[src/sv/dbc8_pkg.sv]
// ----------------------------------------------------------------------------
// dbc8_pkg: shared types, constants and helpers
// Widths, decimal constants and the lane record passed between round cells.
// ----------------------------------------------------------------------------
package dbc8_pkg;

    localparam int VAL_W     = 27;
    localparam int KEY_W     = 32;
    localparam int ROUNDS    = 8;
    localparam int NUM_KEYS  = 8;
    localparam int KIDX_W    = 3;
    localparam int CFG_IDX_W = 4;
    localparam int TOP_W     = 24;

    // key reduction: 10^8 = 2^8 * 390625, quotient estimate by reciprocal
    localparam int KEY_PRE_SH  = 8;
    localparam int KEY_RECIP_W = 12;
    localparam int KEY_SHIFT   = 30;
    localparam int KEY_Q_W     = 6;

    localparam logic [VAL_W-1:0]       DEC_MOD   = 27'd100000000;
    localparam logic [VAL_W+1:0]       DEC_MOD2  = 29'd200000000;
    localparam logic [TOP_W-1:0]       DEC_TOP   = 24'd10000000;
    localparam logic [KEY_W-1:0]       INV3      = 32'hAAAAAAAB;
    localparam logic [KEY_W-1:0]       RECIP10   = 32'hCCCCCCCD;
    // floor(2^30 / 390625); estimate is never above the quotient, at most one below
    localparam logic [KEY_RECIP_W-1:0] KEY_RECIP = 12'd2748;

    localparam logic KIND_ENC = 1'b0;
    localparam logic KIND_DEC = 1'b1;

    typedef struct packed {
        logic             v;
        logic             kind;
        logic [VAL_W-1:0] a;
    } t_lane;

    // residue mod 3 from base-4 digit sum (4 == 1 mod 3)
    function automatic logic [1:0] mod3_val(input logic [VAL_W-1:0] x);
        logic [VAL_W:0] xe;
        logic [5:0]     s;
        logic [3:0]     s2;
        xe = {1'b0, x};
        s  = '0;
        for (int i = 0; i < (VAL_W + 1) / 2; i++) begin
            s = s + 6'(xe[2*i +: 2]);
        end
        s2 = 4'(s[1:0]) + 4'(s[3:2]) + 4'(s[5:4]);
        if (s2 >= 4'd6) begin
            s2 = s2 - 4'd6;
        end else if (s2 >= 4'd3) begin
            s2 = s2 - 4'd3;
        end
        return s2[1:0];
    endfunction

    // digit times 10^7
    function automatic logic [VAL_W-1:0] top_scale(input logic [3:0] d);
        return VAL_W'(d) * VAL_W'(DEC_TOP);
    endfunction

endpackage

[src/sv/dbc8_key_store.sv]
// ----------------------------------------------------------------------------
// dbc8_key_store: round key registers
// Takes key writes and reduces each word mod 10^8, a reciprocal quotient
// estimate then one correcting subtract, before storing it.
// ----------------------------------------------------------------------------
module dbc8_key_store import dbc8_pkg::*; (
    input  logic                           i_clk,
    input  logic                           i_rst_n,
    input  logic                           i_cfg_valid,
    output logic                           o_cfg_ready,
    input  logic [CFG_IDX_W-1:0]           i_cfg_index,
    input  logic [KEY_W-1:0]               i_cfg_data,
    output logic                           o_busy,
    output logic [NUM_KEYS-1:0][VAL_W-1:0] o_keys
);

    localparam int PROD_W = KEY_W - KEY_PRE_SH + KEY_RECIP_W;

    logic                           r_busy;
    logic                           r_phase;
    logic [KEY_W-1:0]               r_val;
    logic [KIDX_W-1:0]              r_idx;
    logic [KEY_Q_W-1:0]             r_q;
    logic [NUM_KEYS-1:0][VAL_W-1:0] r_keys;

    logic [PROD_W-1:0]  w_prod;
    logic [KEY_W-1:0]   w_rem;
    logic [KEY_Q_W-1:0] n_q;
    logic [VAL_W-1:0]   n_key;

    always_comb begin
        w_prod = PROD_W'(r_val[KEY_W-1:KEY_PRE_SH]) * PROD_W'(KEY_RECIP);
        n_q    = w_prod[KEY_SHIFT +: KEY_Q_W];
        // remainder is below 2*10^8, one subtract finishes it
        w_rem  = r_val - KEY_W'(r_q) * KEY_W'(DEC_MOD);
        n_key  = (w_rem >= KEY_W'(DEC_MOD)) ? VAL_W'(w_rem - KEY_W'(DEC_MOD))
                                            : w_rem[VAL_W-1:0];
    end

    always_ff @(posedge i_clk) begin
        if (!i_rst_n) begin
            r_busy  <= 1'b0;
            r_phase <= 1'b0;
            r_keys  <= '0;
        end else if (r_busy) begin
            if (!r_phase) begin
                r_q     <= n_q;
                r_phase <= 1'b1;
            end else begin
                r_keys[r_idx] <= n_key;
                r_busy        <= 1'b0;
                r_phase       <= 1'b0;
            end
        end else if (i_cfg_valid && (i_cfg_index < CFG_IDX_W'(NUM_KEYS))) begin
            // writes beyond the key list are taken and dropped
            r_busy  <= 1'b1;
            r_phase <= 1'b0;
            r_val   <= i_cfg_data;
            r_idx   <= i_cfg_index[KIDX_W-1:0];
        end
    end

    assign o_cfg_ready = !r_busy;
    assign o_busy      = r_busy;
    assign o_keys      = r_keys;

endmodule

[config.mk]
export PLATFORM = sky130hd
export DESIGN_NAME = dbc8_key_store
export DESIGN_NICKNAME = d
export VERILOG_FILES = /design/src/sv/dbc8_pkg.sv /design/src/sv/dbc8_key_store.sv
export SDC_FILE = /design/constraint.sdc
export NUM_CORES = 1
export LEC_CHECK = 0
export BUFFER_PORTS_ARGS = -buffer_cell sky130_fd_sc_hd__buf_2
export CORE_MARGIN = 2
export CORE_UTILIZATION = 55
export CTS_BUF_LIST = sky130_fd_sc_hd__clkbuf_8
export CTS_CLUSTER_DIAMETER = 80
export DETAILED_ROUTE_END_ITERATION = 12
export PLACE_DENSITY = 0.78
export SLEW_MARGIN = 15
export SYNTH_ARGS = -nofsm -noshare
export SYNTH_HDL_FRONTEND = slang
export SYNTH_SLANG_ARGS = --single-unit
[constraint.sdc]
create_clock -name i_clk -period 7.4 [get_ports i_clk]
set_input_delay 1.48 -clock i_clk [delete_from_list [all_inputs] [get_ports i_clk]]
set_output_delay 1.48 -clock i_clk [all_outputs]
set_load 0.02 [all_outputs]
# [Word level (Yosys, flattened, before mapping)]
# Index checks and enable logic that the tools add are counted.
[totals] register_bits=259 inputBits=39 output_inout_bits=218 word_cells=39
[classes] add_sub_neg=2 n_mul=2 order_cmp=4 mux=9 bitwise=2 reduce_logical=7
[ops] operator="216-bit bitwise mux" count=1
[ops] operator="27-bit demux with 3-bit select" count=1
[ops] operator="27-bit 2-to-1 mux" count=2
[ops] operator="24-bit by 10-bit multiplier with 34-bit output (second input constant)" count=1
[ops] operator="32-bit by 27-bit >= comparator with 1-bit output (second input constant)" count=1
[ops] operator="32-bit subtractor" count=1
[ops] operator="27-bit subtractor (second input constant)" count=1
[ops] operator="6-bit by 19-bit multiplier with 24-bit output (second input constant)" count=1
[ops] operator="3-bit AND reduction" count=2
[ops] operator="1-bit 2-to-1 mux" count=5
[ops] operator="3-bit by 4-bit less-than comparator with 1-bit output (second input constant)" count=1
[ops] operator="4-bit less-than comparator (second input constant)" count=1
[ops] operator="3-bit by 1-bit >= comparator with 1-bit output (second input constant)" count=1
[ops] operator="1-bit logical AND" count=2
[ops] operator="1-bit NOT" count=2
[ops] operator="2-bit AND reduction" count=1
[ops] operator="2-bit nonzero test" count=1
[ops] operator="1-bit logical NOT" count=1

# [Depth between registers and ports, before layout]
[depth] ltp_word=5 depth_mapped=28 depth_no_buf=25

# [Worst setup path before layout]
# No wires, ideal clock.
[synth_timing] path_type="register to register" startpoint="reg r_q[4]" endpoint="reg r_keys, in the netlist o_keys[118]" t_arrival_ns=6.544 t_required_ns=7.337 path_slack_ns=0.793 stages_incl_launch_ff=28 n_path_buf=3 period_less_slack_ns=6.607 path_cell_list="edfxtp_1 -> inv_1 -> fa_1 -> fa_1 -> fa_1 -> inv_1 -> ha_1 -> inv_1 -> o21bai_1 -> a21oi_1 -> o21ba_2 -> o21ai_0 -> o41ai_1 -> xnor2_1 -> ha_1 -> clkbuf_1 -> and3_1 -> a221oi_1 -> o21ai_0 -> a2111o_1 -> nand3_1 -> o2111ai_1 -> a211oi_4 -> buf_6 -> nand2_4 -> buf_2 -> a211o_1 -> nand3_1"
[synth_via] elab_chain_len=5
[synth_rtl] item="from (decl)" line="dbc8_key_store.sv:23" rtl="logic [KEY_Q_W-1:0] r_q;"
[synth_rtl] item="from (signal assigned)" line="dbc8_key_store.sv:47" rtl="r_q <= n_q;"
[synth_rtl] item="6-bit by 19-bit multiplier with 24-bit output" line="dbc8_key_store.sv:35" rtl="w_rem = r_val - KEY_W'(r_q) * KEY_W'(DEC_MOD);"
[synth_rtl] item="32-bit subtractor" line="dbc8_key_store.sv:35"
[synth_rtl] item="32-bit by 27-bit >= comparator with 1-bit output" line="dbc8_key_store.sv:36" rtl="n_key = (w_rem >= KEY_W'(DEC_MOD)) ? VAL_W'(w_rem - KEY_W'(DEC_MOD))"
[synth_rtl] item="27-bit 2-to-1 mux" line="dbc8_key_store.sv:36"
[synth_rtl] item="216-bit bitwise mux" line="dbc8_key_store.sv:50" rtl="r_keys[r_idx] <= n_key;"
[synth_rtl] item="to (signal, indexed assignment)" line="dbc8_key_store.sv:50"
[synth_rtl] item="to (decl)" line="dbc8_key_store.sv:24" rtl="logic [NUM_KEYS-1:0][VAL_W-1:0] r_keys;"
# Every way passes these cells.
# A chain may end at the register's enable or synchronous reset.

# [Final worst setup path]
[layout_timing] startpoint="reg r_q[4]" endpoint="reg r_keys, in the netlist o_keys[101]"
[layout_via] elab_chain_len=5 word_cells_on_any_way=6
[layout_rtl] item="6-bit by 19-bit multiplier with 24-bit output (*)" line="dbc8_key_store.sv:35"
[layout_rtl] item="32-bit subtractor (*)" line="dbc8_key_store.sv:35"
[layout_rtl] item="27-bit subtractor or 32-bit by 27-bit >= comparator with 1-bit output (tied branches)" line="dbc8_key_store.sv:36"
[layout_rtl] item="27-bit 2-to-1 mux (*)" line="dbc8_key_store.sv:36"
[layout_rtl] item="216-bit bitwise mux (*)" line="dbc8_key_store.sv:50"
# Every way passes the cells marked *; elsewhere a longest branch is shown, timed or not.

==> metrics.md <==
| Metric | Value |
|---|---|
| First-pass GRT wire length | `73460 um` |
| Initial DRC count | `1185` |
| Drt total wl | `47010 um` |
| TritonRoute pass-1 iters | `7` |
| Fmax | `143.6 MHz` |
| Status | `complete, no violations` |
| Footprint of the multi-input gates | `0.01015 mm^2` |
| Worst Hold Class | `flip-flop to flip-flop` |
| RSZ-0062 raised after global routing | `false` |
| Slew @ Worst Pin | `1.159 ns` |
| Async set-reset flop share out of synthesis | `0` |
| Critical Path RT | `7.88 ns` |
| CTS tree | `done` |
| Hold-fix buffer count after cts | `0` |
| Post-synth EDFFs | `41` |
| Register area | `0.005595 mm^2` |
| # nets final | `2366` |
| Largest net degree at the start of global routing | `143` |
| Diode count | `0` |
| Yosys cell types | `78` |
| Die area | `0.03192 mm^2` |
| Crit path capture type | `flip-flop` |
| Synth Flop Type | `dfxtp_1` |
| Vias in the first global route | `13.94k` |
| CTS Sinks | `259` |
| Layout cells sized above 1 | `0.1895` |
| CTS root buffer | `clkbuf_8` |
| Worst-path clk slew | `0.06 ns` |
| DP Area | `0.01838 mm^2` |
| Row count | `63` |
| Post-route cell area | `0.01930 mm^2` |
| #FFs+latches synth | `259` |
| IO Port Bufs | `256` |
| Cell Count Post-Placement | `2376` |
| Wire length per cell | `19.16 um` |
| Seq/Total Area, Yosys | `0.3335` |
| Post-synthesis cell area | `0.01678 mm^2` |
| Routed Antenna Nets | `0` |
| Global route overflow | `0` |
| H-Tree Depth | `2` |
| CP startpoint kind | `flip-flop` |
| Worst-Skew Late Latency | `0.57 ns` |
| Relative slew slack | `0.2274` |
| Syn Area/Cell | `9.315 um^2` |
| Layout Cells excl Fill | `2453` |
| Critical Path AT | `7.44 ns` |
| Pwr per Cell Area | `428.1 mW/mm^2` |
| Gpl congestion | `0.9397` |
| Max Cap Viol | `0` |
| Initial Utilization | `0.5615` |
| DR vias/cell | `5.841` |
| Layout area overhead | `15.04%` |
| Vias | `14.33k` |
| Clock tree buffer depth | `3` |
| Hold Fails Final Rpt | `0` |
| Slew Limit Fails | `0` |
| Period utilization | `0.9412` |
| FILL cells | `2413` |
| GRT Total Usage | `0.2931` |
| R2R setup slack | `0.44 ns` |
| Cell count after synthesis | `1801` |
| DP Wirelength | `34370 um` |
| Min Tclk post-route | `6.965 ns` |
| Core area | `0.02987 mm^2` |
| DRC Markers | `0` |
| Layout Skew | `0.01954 ns` |
| Io pins | `257` |
| Final core utilization | `0.6460` |
| Yosys warning total | `0` |
| Syn nets | `2134` |
| Setup TNS | `0 ns` |
| CTS buffer count | `43` |
| Crit Path Max Fanout | `16` |
| Number of setup violations in the final report | `0` |
| Leakage | `0.008995 uW` |
| Die W | `178.7 um` |
| Fin Hold WS | `0.4501 ns` |
| VDD IR max | `0.7234 mV` |
| Die Height | `178.7 um` |
| Crit Path Class | `flip-flop to flip-flop` |
| Initial antenna violation count | `0` |
-- final timing paths --
path / start / endpoint / cells past startpoint
worst max-delay path: r_q[4]$_DFFE_PP_ / o_keys[101]$_SDFFE_PN0P_ / 27
worst min-delay path: o_keys[31]$_SDFFE_PN0P_ / o_keys[31]$_SDFFE_PN0P_ / 2
worst max register to register: r_q[4]$_DFFE_PP_ / o_keys[101]$_SDFFE_PN0P_ / 27
worst min register to register: o_keys[31]$_SDFFE_PN0P_ / o_keys[31]$_SDFFE_PN0P_ / 2
-- routing by layer --
layer  GRT usage  vias up  share of wire
met3     0.06170      131          0.087
met1      0.3876     6912           0.41
met5           0        -              0
met2      0.4649      590           0.46
li1            -     6694              -
met4      0.1297        0          0.045
-- power by group --
group	internal [uW]	leakage [uW]	switching [uW]
Sequential	1450	0.00213	29.7
Combinational	1970	0.00636	3530
Clock	693	0.000503	590
Total	4110	0.00900	4150
-- stage by stage --
step	setup slack [ns]	total power (uW)
CTS	0.2687	8059
floorplan	0.7930	5195
finish	0.4354	8262
detailed placement	0.3529	6748
global route	0.009347	8828
global placement	0.5102	6642
-- cells in the final DEF, fill, tap and decap left out, drive strengths merged, types with 11 or more instances in the layout --
master	synthesis	final
nor2	58	58
o211ai	13	13
inv	186	206
a211oi	22	22
nand3	54	54
dfxtp	218	218
nand2b	11	11
xor2	15	15
nor3	20	20
fa	124	124
a211o	11	11
o21a	13	13
a21o	21	21
o21ai	150	150
buf	14	286
ha	170	170
nand4	26	26
xnor2	34	34
clkbuf	85	47
edfxtp	41	41
a21oi	233	233
nand2	171	171
-- worst max-delay path, cell delays in order, from the launching register on --
cell and delay (ns):
edfxtp_1 0.49, inv_1 0.12, fa_1 0.52, fa_1 0.52, fa_1 0.51, inv_1 0.05
ha_1 0.30, inv_1 0.11, o21bai_1 0.08, a21oi_1 0.25, o21ba_2 0.17, o21ai_0 0.11
o41ai_1 0.29, buf_4 0.19, xnor2_1 0.11, ha_1 0.35, and3_1 0.29, a221oi_2 0.31
o21ai_0 0.14, a2111o_1 0.40, nand3_1 0.08, o2111ai_1 0.18, a211oi_4 0.19, buf_4 0.28
mux2i_2 0.32, buf_4 0.22, o21ai_0 0.11, a21oi_1 0.18
-- registers in the layout, summed over array words and instances (netlist names) --
name     count
o_keys     216
r_phase      1
r_q          6
r_idx        3
r_val       32
o_busy       1
-- final cells by class --
cell class                      instances  share of cell area
Clock buffer                           47             0.03352
Clock inverter                         28             0.01089
Inverter                              186             0.03618
Multi-Input combinational cell       1257              0.5260
Sequential cell                       259              0.2899
Tap cell                              390             0.02529
Timing Repair Buffer                  286             0.07819
-- synthesized netlist by cell type (all sizes together) (13+ instances only) --
cell type    n  area, um^2
nand2      171       649.4
o21ai      150       750.7
nor3        20       105.1
nand4       26       162.7
edfxtp      41        1231
o211ai      13       102.6
inv        186       698.2
a21o        21       157.7
buf         14       83.82
dfxtp      218        4364
clkbuf      85       320.3
xnor2       34       342.8
a21oi      233        1185
nand3       54       270.3
xor2        15       153.9
o21a        13       97.59
a211oi      22       187.7
ha         170        2127
nor2        58       217.7
fa         124        2482
-- cells by family (layout without fill, tap and decap cells) --
| group | count (synthesis) | count (layout) | share of synthesized area |
|---|---|---|---|
| buffers and inverters | 285 | 547 | 0.06571 |
| multiplexers | 4 | 4 | 0.002759 |
| XOR/XNOR | 49 | 49 | 0.02961 |
| adder cells (fa/ha/maj) | 294 | 294 | 0.2748 |
| flip-flops | 259 | 259 | 0.3335 |
| AO/OA/AOI/OAI | 524 | 524 | 0.1862 |
| AND/OR/NAND/NOR | 386 | 386 | 0.1074 |
-- what timing repair did --
item | CTS | global route
setup endpoints to repair | 0 | 62
gates resized for setup | 0 | 6
setup buffers | 0 | 2
hold endpoints to repair | 0 | 0
Power figures use the tool's default switching activity.
